`src/hw/rtl/fit_allocator_table_top_defines.svh`:
```
// ---------------------------------------------------------------------------
// fit_allocator_table_top_defines.svh
// Assertion macros for the allocation table. Empty under synthesis.
// ---------------------------------------------------------------------------
`ifndef FIT_ALLOCATOR_TABLE_TOP_DEFINES_SVH
`define FIT_ALLOCATOR_TABLE_TOP_DEFINES_SVH

`ifndef SYNTHESIS
// Checked outside reset only.
`define FAT_ASSERT(lbl, prop, msg) \
  lbl: assert property (@(posedge clk_i) disable iff (!rst_ni) (prop)) else $error(msg);
// Checked at every edge, reset included.
`define FAT_ASSERT_ALWAYS(lbl, prop, msg) \
  lbl: assert property (@(posedge clk_i) (prop)) else $error(msg);
`else
`define FAT_ASSERT(lbl, prop, msg)
`define FAT_ASSERT_ALWAYS(lbl, prop, msg)
`endif

`endif

```
`src/hw/rtl/fat_pkg.sv`:
```
// ---------------------------------------------------------------------------
// fat_pkg
// Shared types and codes for the address-ordered allocation table.
// ---------------------------------------------------------------------------
package fat_pkg;

  localparam int unsigned ADDR_BITS      = 20;
  localparam int unsigned ID_BITS        = 16;
  localparam int unsigned MAX_BLOCKS_DEF = 16;

  localparam logic [1:0] CMD_FIRST  = 2'd0;
  localparam logic [1:0] CMD_BEST   = 2'd1;
  localparam logic [1:0] CMD_FREE   = 2'd2;
  localparam logic [1:0] CMD_DEFRAG = 2'd3;

  localparam logic [2:0] ST_OK       = 3'd0;
  localparam logic [2:0] ST_EXCEEDS  = 3'd1;
  localparam logic [2:0] ST_DUP      = 3'd2;
  localparam logic [2:0] ST_NOHOLE   = 3'd3;
  localparam logic [2:0] ST_NOTFOUND = 3'd4;
  localparam logic [2:0] ST_FULL     = 3'd5;

  typedef struct packed {
    logic [1:0]           cmd;
    logic [ID_BITS-1:0]   block_id;
    logic [ADDR_BITS-1:0] req_units;
  } fat_in_t;

  typedef struct packed {
    logic [2:0]           status;
    logic [ADDR_BITS-1:0] block_start;
    logic [ADDR_BITS-1:0] block_end;
    logic [ADDR_BITS-1:0] free_space;
  } fat_out_t;

  typedef struct packed {
    logic [ID_BITS-1:0]   blk_id;
    logic [ADDR_BITS-1:0] blk_start;
    logic [ADDR_BITS-1:0] blk_end;
  } fat_entry_t;

  // controller -> datapath
  typedef struct packed {
    logic load;
    logic scan;
    logic decide;
    logic ins;
    logic del;
    logic fin;
    logic pvld;    // table read data valid this cycle
    logic rd_en;
  } fat_ctl_t;

  // datapath -> controller
  typedef struct packed {
    logic go_ins;
    logic go_del;
  } fat_sts_t;

endpackage

```
`src/hw/rtl/fit_allocator_table_top.sv`:
```
// ---------------------------------------------------------------------------
// fit_allocator_table_top
// Address-ordered block allocator: first-fit, best-fit, free by id, defragment.
//
//   channel  direction  handshake                 payload
//   command  in         start / busy              item_i  (fat_in_t)
//   result   out        done_o strobe, one cycle  result_o (fat_out_t)
//   config   in         cfg_valid_i / cfg_ready_o cfg_data_i (memory size)
//
// One command at a time. The scan reads every live entry through the registered
// table read port, then a decision cycle; an insert at slot k moves each entry
// from slot k on up a slot, a free of slot p moves each entry behind p down a
// slot; then the commit cycle, with the result strobe in the next.
// Reset leaves memory size and free space at zero; a memory size write clears
// the table at once, no clearing pass. Results cannot be held off.
// ---------------------------------------------------------------------------
module fit_allocator_table_top #(
  parameter int unsigned MAX_BLOCKS = fat_pkg::MAX_BLOCKS_DEF
) (
  input  logic                          clk_i,
  input  logic                          rst_ni,
  input  logic                          start,
  output logic                          busy,
  input  fat_pkg::fat_in_t              item_i,
  output logic                          done_o,
  output fat_pkg::fat_out_t             result_o,
  input  logic                          cfg_valid_i,
  output logic                          cfg_ready_o,
  input  logic [fat_pkg::ADDR_BITS-1:0] cfg_data_i
);

  localparam int unsigned AW = $clog2(MAX_BLOCKS);
  localparam int unsigned CW = $clog2(MAX_BLOCKS + 1);

  fat_pkg::fat_ctl_t ctl;
  fat_pkg::fat_sts_t sts;
  logic [AW-1:0]     rd_addr, pidx, pos;
  logic [CW-1:0]     count, pick;

  assign cfg_ready_o = !busy;

  fat_ctrl #(
    .MAX_BLOCKS (MAX_BLOCKS)
  ) u_ctrl (
    .clk_i     (clk_i),
    .rst_ni    (rst_ni),
    .start_i   (start),
    .count_i   (count),
    .pick_i    (pick),
    .pos_i     (pos),
    .sts_i     (sts),
    .ctl_o     (ctl),
    .rd_addr_o (rd_addr),
    .pidx_o    (pidx),
    .busy_o    (busy)
  );

  fat_dp #(
    .MAX_BLOCKS (MAX_BLOCKS)
  ) u_dp (
    .clk_i      (clk_i),
    .rst_ni     (rst_ni),
    .item_i     (item_i),
    .cfg_we_i   (cfg_valid_i && cfg_ready_o),
    .cfg_data_i (cfg_data_i),
    .ctl_i      (ctl),
    .rd_addr_i  (rd_addr),
    .pidx_i     (pidx),
    .sts_o      (sts),
    .count_o    (count),
    .pick_o     (pick),
    .pos_o      (pos),
    .done_o     (done_o),
    .result_o   (result_o)
  );

endmodule

```
`src/hw/rtl/fat_dp.sv`:
```
// ---------------------------------------------------------------------------
// fat_dp
// Datapath: entry table memory, hole search, id match, shifts and counters.
// ---------------------------------------------------------------------------
`include "fit_allocator_table_top_defines.svh"

module fat_dp #(
  parameter int unsigned MAX_BLOCKS = fat_pkg::MAX_BLOCKS_DEF,
  localparam int unsigned AW = $clog2(MAX_BLOCKS),
  localparam int unsigned CW = $clog2(MAX_BLOCKS + 1)
) (
  input  logic                           clk_i,
  input  logic                           rst_ni,
  input  fat_pkg::fat_in_t               item_i,
  input  logic                           cfg_we_i,
  input  logic [fat_pkg::ADDR_BITS-1:0]  cfg_data_i,
  input  fat_pkg::fat_ctl_t              ctl_i,
  input  logic [AW-1:0]                  rd_addr_i,
  input  logic [AW-1:0]                  pidx_i,
  output fat_pkg::fat_sts_t              sts_o,
  output logic [CW-1:0]                  count_o,
  output logic [CW-1:0]                  pick_o,
  output logic [AW-1:0]                  pos_o,
  output logic                           done_o,
  output fat_pkg::fat_out_t              result_o
);

  localparam int unsigned A = fat_pkg::ADDR_BITS;

  fat_pkg::fat_entry_t mem_q [MAX_BLOCKS];
  fat_pkg::fat_entry_t rd_q;

  logic [1:0]               cmd_q;
  logic [fat_pkg::ID_BITS-1:0] id_q;
  logic [A-1:0]             size_q;
  logic [A-1:0]             mem_size_q, free_q, free_d;
  logic [CW-1:0]            count_q;
  logic [A-1:0]             prev_q, best_q, lo_q;
  logic [CW-1:0]            pick_q;
  logic [AW-1:0]            pos_q;
  logic [A-1:0]             fstart_q, fend_q;
  logic [2:0]               st_q;
  logic [A-1:0]             rs_q, re_q;
  logic                     found_q, dup_q, hit_q, done_q;
  fat_pkg::fat_out_t        out_q;

  logic                     is_alloc, is_best, is_free, is_defrag;
  logic [A-1:0]             hs_e, len_e, hs_l, fin_lo;
  logic                     cand_e, cand_l, id_eq, empty, fin_found;
  logic [CW-1:0]            fin_pick;
  logic [2:0]               st_c;
  logic [A-1:0]             rs_c, re_c;
  logic                     we;
  logic [AW-1:0]            waddr;
  fat_pkg::fat_entry_t      wdata;

  assign is_alloc  = cmd_q inside {fat_pkg::CMD_FIRST, fat_pkg::CMD_BEST};
  assign is_best   = (cmd_q == fat_pkg::CMD_BEST);
  assign is_free   = (cmd_q == fat_pkg::CMD_FREE);
  assign is_defrag = (cmd_q == fat_pkg::CMD_DEFRAG);

  // hole in front of the entry just read; a negative gap counts as empty
  assign hs_e   = (rd_q.blk_start > prev_q) ? rd_q.blk_start - prev_q : '0;
  assign len_e  = rd_q.blk_end - rd_q.blk_start;
  assign cand_e = (size_q <= hs_e) && (!found_q || (is_best && (hs_e < best_q)));
  assign id_eq  = (rd_q.blk_id == id_q);

  // trailing hole, up to the end of memory
  assign hs_l      = (mem_size_q > prev_q) ? mem_size_q - prev_q : '0;
  assign cand_l    = (size_q <= hs_l) && (!found_q || (is_best && (hs_l < best_q)));
  assign empty     = (count_q == '0);
  assign fin_found = empty || found_q || cand_l;
  assign fin_pick  = empty ? '0 : (cand_l ? count_q : pick_q);
  assign fin_lo    = empty ? '0 : (cand_l ? prev_q : lo_q);

  always_comb begin
    st_c = fat_pkg::ST_OK;
    rs_c = '0;
    re_c = '0;
    case (cmd_q)
      fat_pkg::CMD_FIRST, fat_pkg::CMD_BEST: begin
        if (size_q > free_q) begin
          st_c = fat_pkg::ST_EXCEEDS;
        end else if (dup_q) begin
          st_c = fat_pkg::ST_DUP;
        end else if (count_q >= CW'(MAX_BLOCKS)) begin
          st_c = fat_pkg::ST_FULL;
        end else if (!fin_found) begin
          st_c = fat_pkg::ST_NOHOLE;
        end else begin
          rs_c = fin_lo;
          re_c = fin_lo + size_q;
        end
      end
      fat_pkg::CMD_FREE: begin
        if (hit_q) begin
          rs_c = fstart_q;
          re_c = fend_q;
        end else begin
          st_c = fat_pkg::ST_NOTFOUND;
        end
      end
      default: st_c = fat_pkg::ST_OK;
    endcase
  end

  assign sts_o.go_ins = ctl_i.decide && is_alloc && (st_c == fat_pkg::ST_OK);
  assign sts_o.go_del = ctl_i.decide && is_free && (st_c == fat_pkg::ST_OK);

  always_comb begin
    free_d = free_q;
    if (st_q == fat_pkg::ST_OK) begin
      if (is_alloc) begin
        free_d = free_q - size_q;
      end else if (is_free) begin
        free_d = free_q + (re_q - rs_q);
      end
    end
  end

  // single table write port
  always_comb begin
    we    = 1'b0;
    waddr = pidx_i;
    wdata = rd_q;
    if (ctl_i.scan && ctl_i.pvld && is_defrag) begin
      we    = 1'b1;
      wdata = '{blk_id: rd_q.blk_id, blk_start: prev_q, blk_end: prev_q + len_e};
    end else if (ctl_i.ins && ctl_i.pvld) begin
      we    = 1'b1;
      waddr = pidx_i + AW'(1);
    end else if (ctl_i.del && ctl_i.pvld) begin
      we    = 1'b1;
      waddr = pidx_i - AW'(1);
    end else if (ctl_i.fin && is_alloc && (st_q == fat_pkg::ST_OK)) begin
      we    = 1'b1;
      waddr = pick_q[AW-1:0];
      wdata = '{blk_id: id_q, blk_start: rs_q, blk_end: re_q};
    end
  end

  always_ff @(posedge clk_i) begin
    if (we) begin
      mem_q[waddr] <= wdata;
    end
    if (ctl_i.rd_en) begin
      rd_q <= mem_q[rd_addr_i];
    end
  end

  always_ff @(posedge clk_i or negedge rst_ni) begin
    if (!rst_ni) begin
      mem_size_q <= '0;
      free_q     <= '0;
      count_q    <= '0;
      found_q    <= 1'b0;
      dup_q      <= 1'b0;
      hit_q      <= 1'b0;
      done_q     <= 1'b0;
    end else begin
      done_q <= ctl_i.fin;
      if (cfg_we_i) begin
        mem_size_q <= cfg_data_i;
        free_q     <= cfg_data_i;
        count_q    <= '0;
      end
      if (ctl_i.load) begin
        found_q <= 1'b0;
        dup_q   <= 1'b0;
        hit_q   <= 1'b0;
      end
      if (ctl_i.scan && ctl_i.pvld) begin
        if (cand_e) found_q <= 1'b1;
        if (id_eq) begin
          dup_q <= 1'b1;
          hit_q <= 1'b1;
        end
      end
      if (ctl_i.fin) begin
        free_q <= free_d;
        if (st_q == fat_pkg::ST_OK) begin
          if (is_alloc) begin
            count_q <= count_q + CW'(1);
          end else if (is_free) begin
            count_q <= count_q - CW'(1);
          end
        end
      end
    end
  end

  always_ff @(posedge clk_i) begin
    if (ctl_i.load) begin
      cmd_q  <= item_i.cmd;
      id_q   <= item_i.block_id;
      size_q <= item_i.req_units;
      prev_q <= '0;
    end
    if (ctl_i.scan && ctl_i.pvld) begin
      prev_q <= is_defrag ? prev_q + len_e : rd_q.blk_end;
      if (cand_e) begin
        best_q <= hs_e;
        lo_q   <= prev_q;
        pick_q <= CW'(pidx_i);
      end
      if (id_eq && !hit_q) begin
        pos_q    <= pidx_i;
        fstart_q <= rd_q.blk_start;
        fend_q   <= rd_q.blk_end;
      end
    end
    if (ctl_i.decide) begin
      st_q   <= st_c;
      pick_q <= fin_pick;
      rs_q   <= rs_c;
      re_q   <= re_c;
    end
    if (ctl_i.fin) begin
      out_q <= '{status: st_q, block_start: rs_q, block_end: re_q, free_space: free_d};
    end
  end

  assign count_o  = count_q;
  assign pick_o   = pick_q;
  assign pos_o    = pos_q;
  assign done_o   = done_q;
  assign result_o = out_q;

  `FAT_ASSERT(a_count_max, count_q <= CW'(MAX_BLOCKS), "entry count beyond table depth")
  `FAT_ASSERT(a_done_after_fin, done_q |-> $past(ctl_i.fin), "result without a finish cycle")
  `FAT_ASSERT(a_full_count,
    (ctl_i.fin && (st_q == fat_pkg::ST_FULL)) |-> (count_q == CW'(MAX_BLOCKS)),
    "table full reported below depth")

endmodule

```
`src/hw/rtl/fat_ctrl.sv`:
```
// ---------------------------------------------------------------------------
// fat_ctrl
// Sequencer: table scan, decision, insert/remove shifts, commit.
// ---------------------------------------------------------------------------
`include "fit_allocator_table_top_defines.svh"

module fat_ctrl #(
  parameter int unsigned MAX_BLOCKS = fat_pkg::MAX_BLOCKS_DEF,
  localparam int unsigned AW = $clog2(MAX_BLOCKS),
  localparam int unsigned CW = $clog2(MAX_BLOCKS + 1)
) (
  input  logic              clk_i,
  input  logic              rst_ni,
  input  logic              start_i,
  input  logic [CW-1:0]     count_i,
  input  logic [CW-1:0]     pick_i,
  input  logic [AW-1:0]     pos_i,
  input  fat_pkg::fat_sts_t sts_i,
  output fat_pkg::fat_ctl_t ctl_o,
  output logic [AW-1:0]     rd_addr_o,
  output logic [AW-1:0]     pidx_o,
  output logic              busy_o
);

  localparam logic [2:0] S_IDLE   = 3'd0;
  localparam logic [2:0] S_SCAN   = 3'd1;
  localparam logic [2:0] S_DECIDE = 3'd2;
  localparam logic [2:0] S_INS    = 3'd3;
  localparam logic [2:0] S_DEL    = 3'd4;
  localparam logic [2:0] S_FIN    = 3'd5;

  logic [2:0]    state_q, state_d;
  logic [CW-1:0] idx_q, idx_d, idx_m1;
  logic [AW-1:0] pidx_q, pidx_d;
  logic          pvld_q, pvld_d;
  logic          rd_en;

  assign idx_m1 = idx_q - CW'(1);

  always_comb begin
    state_d   = state_q;
    idx_d     = idx_q;
    pidx_d    = pidx_q;
    pvld_d    = 1'b0;
    rd_en     = 1'b0;
    rd_addr_o = idx_q[AW-1:0];
    case (state_q)
      S_IDLE: begin
        if (start_i) begin
          state_d = S_SCAN;
          idx_d   = '0;
        end
      end
      S_SCAN: begin
        if (idx_q < count_i) begin
          rd_en  = 1'b1;
          pvld_d = 1'b1;
          pidx_d = idx_q[AW-1:0];
          idx_d  = idx_q + CW'(1);
        end else if (!pvld_q) begin
          state_d = S_DECIDE;
        end
      end
      S_DECIDE: begin
        if (sts_i.go_ins) begin
          state_d = S_INS;
          idx_d   = count_i;
        end else if (sts_i.go_del) begin
          state_d = S_DEL;
          idx_d   = CW'(pos_i) + CW'(1);
        end else begin
          state_d = S_FIN;
        end
      end
      S_INS: begin
        // walk down from the last entry, each one moves up a slot
        if (idx_q > pick_i) begin
          rd_en     = 1'b1;
          rd_addr_o = idx_m1[AW-1:0];
          pvld_d    = 1'b1;
          pidx_d    = idx_m1[AW-1:0];
          idx_d     = idx_m1;
        end else if (!pvld_q) begin
          state_d = S_FIN;
        end
      end
      S_DEL: begin
        if (idx_q < count_i) begin
          rd_en  = 1'b1;
          pvld_d = 1'b1;
          pidx_d = idx_q[AW-1:0];
          idx_d  = idx_q + CW'(1);
        end else if (!pvld_q) begin
          state_d = S_FIN;
        end
      end
      S_FIN:   state_d = S_IDLE;
      default: state_d = S_IDLE;
    endcase
  end

  always_ff @(posedge clk_i or negedge rst_ni) begin
    if (!rst_ni) begin
      state_q <= S_IDLE;
      idx_q   <= '0;
      pidx_q  <= '0;
      pvld_q  <= 1'b0;
    end else begin
      state_q <= state_d;
      idx_q   <= idx_d;
      pidx_q  <= pidx_d;
      pvld_q  <= pvld_d;
    end
  end

  assign ctl_o.load   = (state_q == S_IDLE) && start_i;
  assign ctl_o.scan   = (state_q == S_SCAN);
  assign ctl_o.decide = (state_q == S_DECIDE);
  assign ctl_o.ins    = (state_q == S_INS);
  assign ctl_o.del    = (state_q == S_DEL);
  assign ctl_o.fin    = (state_q == S_FIN);
  assign ctl_o.pvld   = pvld_q;
  assign ctl_o.rd_en  = rd_en;
  assign pidx_o       = pidx_q;
  assign busy_o       = (state_q != S_IDLE);

  `FAT_ASSERT_ALWAYS(a_idle_no_data, (state_q == S_IDLE) |-> !pvld_q,
    "read data pending while idle")
  `FAT_ASSERT(a_start_scan, ((state_q == S_IDLE) && start_i) |=> (state_q == S_SCAN),
    "accepted command did not start a scan")
  `FAT_ASSERT(a_rd_in_table, rd_en |-> (CW'(rd_addr_o) < count_i),
    "table read beyond live entries")

endmodule

```
`config.mk`:
```
export PLATFORM = sky130hd
export DESIGN_NAME = fit_allocator_table_top
export DESIGN_NICKNAME = d
export VERILOG_FILES = /design/src/hw/rtl/fat_pkg.sv /design/src/hw/rtl/fit_allocator_table_top.sv /design/src/hw/rtl/fat_dp.sv /design/src/hw/rtl/fat_ctrl.sv
export VERILOG_INCLUDE_DIRS = /design/src /design/src/hw/rtl
export SDC_FILE = /design/constraint.sdc
export NUM_CORES = 2
export LEC_CHECK = 0
export BUFFER_PORTS_ARGS = -buffer_cell sky130_fd_sc_hd__buf_2
export CAP_MARGIN = 20
export CORE_ASPECT_RATIO = 1.25
export CORE_UTILIZATION = 55
export DETAILED_ROUTE_END_ITERATION = 6
export HOLD_SLACK_MARGIN = 0.12
export PLACE_DENSITY = 0.79
export REMOVE_ABC_BUFFERS = 1
export SETUP_SLACK_MARGIN = 0.15
export SKIP_CTS_REPAIR_TIMING = 1
export SLEW_MARGIN = 20
export SYNTH_ARGS = -nofsm -noshare
export SYNTH_HDL_FRONTEND = slang
export SYNTH_SLANG_ARGS = --single-unit
```
`constraint.sdc`:
```
create_clock -name clk_i -period 10.2 [get_ports clk_i]
set_clock_uncertainty 0.05 [all_clocks]
set_input_delay 1.02 -clock clk_i [delete_from_list [all_inputs] [get_ports clk_i]]
set_output_delay 1.02 -clock clk_i [all_outputs]
set_load 0.03 [all_outputs]
```
Yosys cells after proc, flatten, opt, wreduce, memory -nomap -nowiden
Memories as Yosys holds them, arrays and structs flattened. A register that Yosys moved wholly into a read port is not among the register bits. Cells that the tools add are included.

Latch bits: 0. Logic and storage cells: 203. Memory bits (read-only): 0. Bits in writable memories: 896. Register bits: 315. Memories kept: 1.

Add/subtract/negate cells: 15. Reduce and logical (&&, ||, !) cells: 45. Mux-type cells: 86. Order comparisons: 10. Divide/modulo/power cells: 0. Shifts and indexed selects: 0. Bitwise operators: 0. Equal/unequal tests: 18. $mul: 0.

Memories: u_dp.mem_q (words 16, bits a word 56, read ports 1, clocked after Yosys merged registers in 1, write ports 1, line fat_dp.sv:30) `fat_pkg::fat_entry_t mem_q [MAX_BLOCKS];`.

Operators by type and width (count): 20-bit two-way mux (22); 56-bit two-way mux (4); 20-bit subtractor (5); 20-bit one-hot mux with 2 select lines (2); 5-bit two-way mux (15); 20-bit adder (3); 20-bit greater-than comparator (3); 20-bit less-or-equal comparator (2); 20-bit < comparator (2); 3-bit two-way mux (11); 4-bit two-way mux (8); 5-bit one-hot mux with 4 select lines (1); 1-bit two-way mux (18); 1-bit logical AND (17); 16-bit == test (1); 3-bit one-hot mux with 5 select lines (1); 2-bit inequality test, second input constant (6); 2-bit nonzero test (6); 5-bit by 1-bit adder with 5-bit output, second input constant (2); 5-bit AND reduction (2); 5-bit by 1-bit subtractor with 5-bit output, second input constant (2); 3-bit zero test (3); 4-bit one-hot mux with 2 select lines (1); 3-bit by 2-bit == test with 1-bit output, second input constant (2); other kinds (24) (35).

Longest topological paths before layout
Depth after elaboration: 17. Mapped depth: 44. Mapped depth without buffers: 42.

Cells and area by module
A second synthesis with hierarchy kept.

Cells, all modules: 3654. Area, all modules: 57971.8 um^2.

Modules (own cells, without submodules): fat_dp (sequential area each 37410.9 um^2, area an instance 56516.7 um^2, times used 1, cells an instance 3482); fat_ctrl (sequential area each 325.3 um^2, area an instance 1445.1 um^2, times used 1, cells an instance 170); fit_allocator_table_top (sequential area each 0.0 um^2, area an instance 10.0 um^2, times used 1, cells an instance 2).

Worst setup path before layout
No wires, ideal clock.

Kind: reg-to-reg. Start: reg u_dp.rd_q[20] (netlist name). End: reg u_dp.pick_q[0], in the netlist u_dp.pick_o[0], enable pin. Stages on the path, launching flop included: 31. Data arrival time: 8.401 ns. Data required time: 9.836 ns. Path slack: 1.435 ns. Buffers on the path: 1. Cell sequence: edfxtp_1 inv_1 ha_1 inv_1 fa_1 a21o_1 a21oi_1 o21ai_0 a21oi_1 o21ai_0 a21o_1 a211oi_1 a21oi_1 clkbuf_1 nand2_1 inv_1 ha_1 a21o_1 a21o_1 a21o_1 a21oi_1 nor2b_1 o21ai_0 nand2b_1 a21oi_1 o21ai_0 a21o_1 a211oi_1 o21ai_0 a211oi_1 or2_2.

Cells in the longest elaborated chain, start to end: 8. Elaborated cells between the ends (all ways): 10. Those cells by class: 1 x add/sub; 3 x order compare; 1 x mux; 5 x reduce/logical.

Ends and longest elaborated chain: 20-bit subtractor / 20-bit greater-than comparator (equally long branches) (line fat_dp.sv:63) `assign hs_e = (rd_q.blk_start > prev_q) ? rd_q.blk_start - prev_q : '0;`; 20-bit two-way mux (*) (line fat_dp.sv:63); via u_dp.hs_e[5] (line fat_dp.sv:48) `logic [A-1:0] hs_e, len_e, hs_l, fin_lo;`; 20-bit < comparator (line fat_dp.sv:65) `assign cand_e = (size_q <= hs_e) && (!found_q || (is_best && (hs_e < best_q)));`; 1-bit logical AND (line fat_dp.sv:65); 1-bit logical OR (line fat_dp.sv:65); 1-bit logical AND (*) (line fat_dp.sv:65); 2-bit nonzero test (no line) (*); 3-bit AND reduction (no line) (*); end signal, assigned (line fat_dp.sv:204) `pick_q <= CW'(pidx_i);`; end signal, assigned (line fat_dp.sv:214) `pick_q <= fin_pick;`; end, declared (line fat_dp.sv:39) `logic [CW-1:0] pick_q;`.

Mark *: on every way through the listed nets, which the timed path passes. The rest lies on a longest branch. A chain may end at the register's enable or synchronous reset.

Worst setup path in the final report
Start: reg u_dp.prev_q[1]. End: reg u_dp.re_q[16] (data pin).

Cells in the longest elaborated chain, start to end: 14. Elaborated cells between the ends (all ways): 17. Those cells by class: 2 x add/sub; 3 x order compare; 8 x mux; 4 x reduce/logical.

Ends and longest elaborated chain: start, declared (line fat_dp.sv:38) `logic [A-1:0] prev_q, best_q, lo_q;`; start signal, assigned (line fat_dp.sv:200) `prev_q <= is_defrag ? prev_q + len_e : rd_q.blk_end;`; 20-bit subtractor / 20-bit greater-than comparator (equally long branches) (line fat_dp.sv:69) `assign hs_l = (mem_size_q > prev_q) ? mem_size_q - prev_q : '0;`; 20-bit two-way mux (line fat_dp.sv:69); 20-bit < comparator (line fat_dp.sv:70) `assign cand_l = (size_q <= hs_l) && (!found_q || (is_best && (hs_l < best_q)));`; 1-bit logical AND (line fat_dp.sv:70); 1-bit logical OR (line fat_dp.sv:70); 1-bit logical AND (line fat_dp.sv:70); 20-bit two-way mux (2 in series) (line fat_dp.sv:74) `assign fin_lo = empty ? '0 : (cand_l ? prev_q : lo_q);`; 20-bit adder (line fat_dp.sv:92) `re_c = fin_lo + size_q;`; 20-bit two-way mux (*) (line fat_dp.sv:88) `end else if (!fin_found) begin`; 20-bit two-way mux (*) (line fat_dp.sv:86) `end else if (count_q >= CW'(MAX_BLOCKS)) begin`; 20-bit two-way mux (*) (line fat_dp.sv:84) `end else if (dup_q) begin`; 20-bit two-way mux (*) (line fat_dp.sv:82) `if (size_q > free_q) begin`; 20-bit one-hot mux with 2 select lines (*) (line fat_dp.sv:80) `case (cmd_q)`; via u_dp.re_c[16] (line fat_dp.sv:52) `logic [A-1:0] rs_c, re_c;`; end signal, assigned (line fat_dp.sv:216) `re_q <= re_c;`; end, declared (line fat_dp.sv:43) `logic [A-1:0] rs_q, re_q;`.

Marked as above.

==> out/results.tsv <==
metric	value	unit
total power	23240	uW
# nets final	4281	
Hold Fails Final Rpt	0	
critical path endpoint category	flip-flop	
Max IR drop VDD	0.3290	mV
Worst-Margin Slew	1.047	ns
DRT antenna net count	0	
IO Port Bufs	127	
Leakage	0.02340	uW
post-synthesis cell area	57830	sq um
TritonCTS buffer count	113	
Rows	132	
worst skew pair latency	0.74	ns
Worst slew margin	30.17	%
Hold Path Class	input pin to async pin	
unrepaired setup endpoints after global routing	no	
pin count of the biggest net entering global routing	136	
hold slack	0.3623	ns
Biggest register	u_dp.mem_q	
die area	106500	sq um
clk sink count	1267	
Reg clk slew, reported paths	0.07	ns
EDFF count, synth	1205	
drt wl/cell	28.64	um
core region area	103900	sq um
maximum capacitance violations	0	
I/O pin cnt	128	
commonest register cell after synthesis	edfxtp_1	
reg2reg end	u_dp.re_q[16]$_DFFE_PP_	
aggregate routed wire length	154800	um
crit path max fanout	23	
CP Launch Type	flip-flop	
Via density	6.426	
clk buf depth	3	
CTS tree	yes	
max FFs per register	896	
DRT iter0 DRCs	3838	
r2r startpoint	u_dp.prev_q[1]$_SDFFCE_PN0P_	
Crit-path slowest cell	and3_4	
Seq cells post-synth	1267	
Crit path top cell by count	o21ai_0	
Arrival @ worst endpoint	9.63	ns
commonest cells after routing, fill and taps aside	edfxtp_1, nand2_1, inv_1	
Die Y	364.6	um
slack of the worst reg-to-reg path	0.96	ns
Initial Util	55.67	%
WP data required	10.60	ns
critical path type	flip-flop to flip-flop	
crit-path max cell delay	0.54	ns
Ys Warns	0	
Tmin final	9.237	ns
syn_area_per_cell	15.24	sq um
root buf cell	clkbuf_16	
first-pass GRT wire length	227200	um
post-synthesis sequential area ratio	65.25	%
pwr/cell area	360.5	nW/um^2
Clock H-tree levels	3	
failing checks	design-rule violations	
DR DRC count	2	
fin. max-slew vios	0	
total number of vias	34747	
initial antenna violation count	1	
commonest non-fill, non-tap cell in the layout	edfxtp_1	
Synth-to-Final Area Change	11.46	%
First-pass DRT Iterations	7	
layout cells sized above 1	18.30	%
vias in the first global route	35733	
gp weighted congestion	0.9602	
Reg2Reg Depth	41	
fraction of registers with async set/reset	4.893	%
Tcrit/Tclk final	90.56	%
final setup violation count	0	
hpwl dp	93880	um
fmax	108.3	MHz
Total GRT Usage	29.28	%
Die W	292.0	um
run status	finished with violations	
remaining global-route overflow	0	
post-synthesis cell type count	79	
synthesized instance count	3794	
==> metal layers <==
metal	global-route usage (%)	up-vias	wire length, um
li1	-	14781	-
met5	0	-	0
met4	16.43	0	8797
met2	50.57	2046	78270
met1	35.61	17483	55060
met3	4.038	437	12720
==> stage by stage <==
| stage | cells | util (%) | area (sq um) | setup TNS (ns) | worst slack (ns) |
|---|---|---|---|---|---|
| after global placement | 5189 | 58.14 | 60400 | 0 | 1.261 |
| after global routing | 5406 | 62.05 | 64460 | 0 | 0.2584 |
| after CTS | 5404 | 61.90 | 64300 | 0 | 1.089 |
| after floorplan | 3651 | - | 57280 | -766.50 | -13.69 |
| after detailed placement | 5191 | 58.20 | 60460 | 0 | 1.126 |
| final | 5407 | 62.05 | 64460 | 0 | 0.9634 |
==> synth_stat cells (all sizes together), types with 6 or more instances <==
master	count	area (sq um)
nand2b	30	187.7
and2	15	93.84
a21oi	135	675.7
o31ai	7	52.55
a211oi	13	97.59
o21ai	144	720.7
clkbuf	121	454.2
dfrtp	62	1551
inv	294	1104
xor2	47	411.6
o22ai	15	93.84
nor2b	29	181.4
a211o	6	52.55
mux2i	17	182.7
a31oi	65	421.7
a22o	21	183.9
o21bai	8	60.06
o21a	17	127.6
a21o	45	337.8
mux4	280	6306
nor4	6	37.54
a22oi	12	90.09
a21boi	24	180.2
nor2	175	656.9
or3	23	143.9
fa	42	840.8
nand3	37	185.2
edfxtp	1205	36180
o211ai	11	87.58
and3	15	98.84
ha	209	2615
nor3	28	140.1
buf	22	102.6
nand4	31	200.2
nand2	437	1640
a221oi	6	58.80
xnor2	68	595.6
==> kinds of logic after synthesis <==
group,share of synthesized area (%)
fa+ha+maj,6.012
xor+xnor,1.742
flops,65.25
compound gates,6.443
simple gates,6.354
mux,11.32
buf+inv,2.884
==> power breakdown <==
part	leakage, uW	internal (uW)	switching, uW
clock network	0.00186	2450	1990
registers	0.0117	7380	590
logic	0.00986	4340	6480
total	0.0234	14200	9060
==> how the worst max path moves through the flow <==
stage	start	to	slack, ns	cells past startpoint
2_1_floorplan	u_ctrl.idx_q[0]$_DFFE_PN0P_	u_dp.rd_q[0]$_DFFE_PP_	-13.69	12
5_1_grt	u_dp.prev_q[1]$_SDFFCE_PN0P_	u_dp.re_q[19]$_DFFE_PP_	0.26	38
3_5_place_dp	u_dp.prev_q[1]$_SDFFCE_PN0P_	u_dp.re_q[16]$_DFFE_PP_	1.13	41
6_report	u_dp.prev_q[1]$_SDFFCE_PN0P_	u_dp.re_q[16]$_DFFE_PP_	0.96	41
3_3_place_gp	u_dp.prev_q[1]$_SDFFCE_PN0P_	u_dp.re_q[18]$_DFFE_PP_	1.26	41
4_1_cts	u_dp.prev_q[1]$_SDFFCE_PN0P_	u_dp.re_q[18]$_DFFE_PP_	1.09	41
==> worst max-delay path, delay by kind of cell, from the launching register on <==
family	cells	cell delay [ns]
muxes	1	0.25
buffers and inverters	2	0.33
and+or+nand+nor	11	1.71
AOI/OAI and AO/OA	22	5.06
adders and majority gates	4	0.98
DFF	1	0.44
xor gates and xnor gates	1	0.13
==> area by class of cell <==
class / instances / area (sq um)
Fill cell: 7146 / 39420
Timing Repair Buffer: 202 / 1260
Antenna cell: 1 / 2.502
Multi-Input combinational cell: 2088 / 18830
Clock inverter: 86 / 943.4
Clock buffer: 127 / 2902
Sequential cell: 1267 / 37740
Tap cell: 1340 / 1677
Inverter: 296 / 1112
Note: power is estimated with default switching activity, not from simulation.
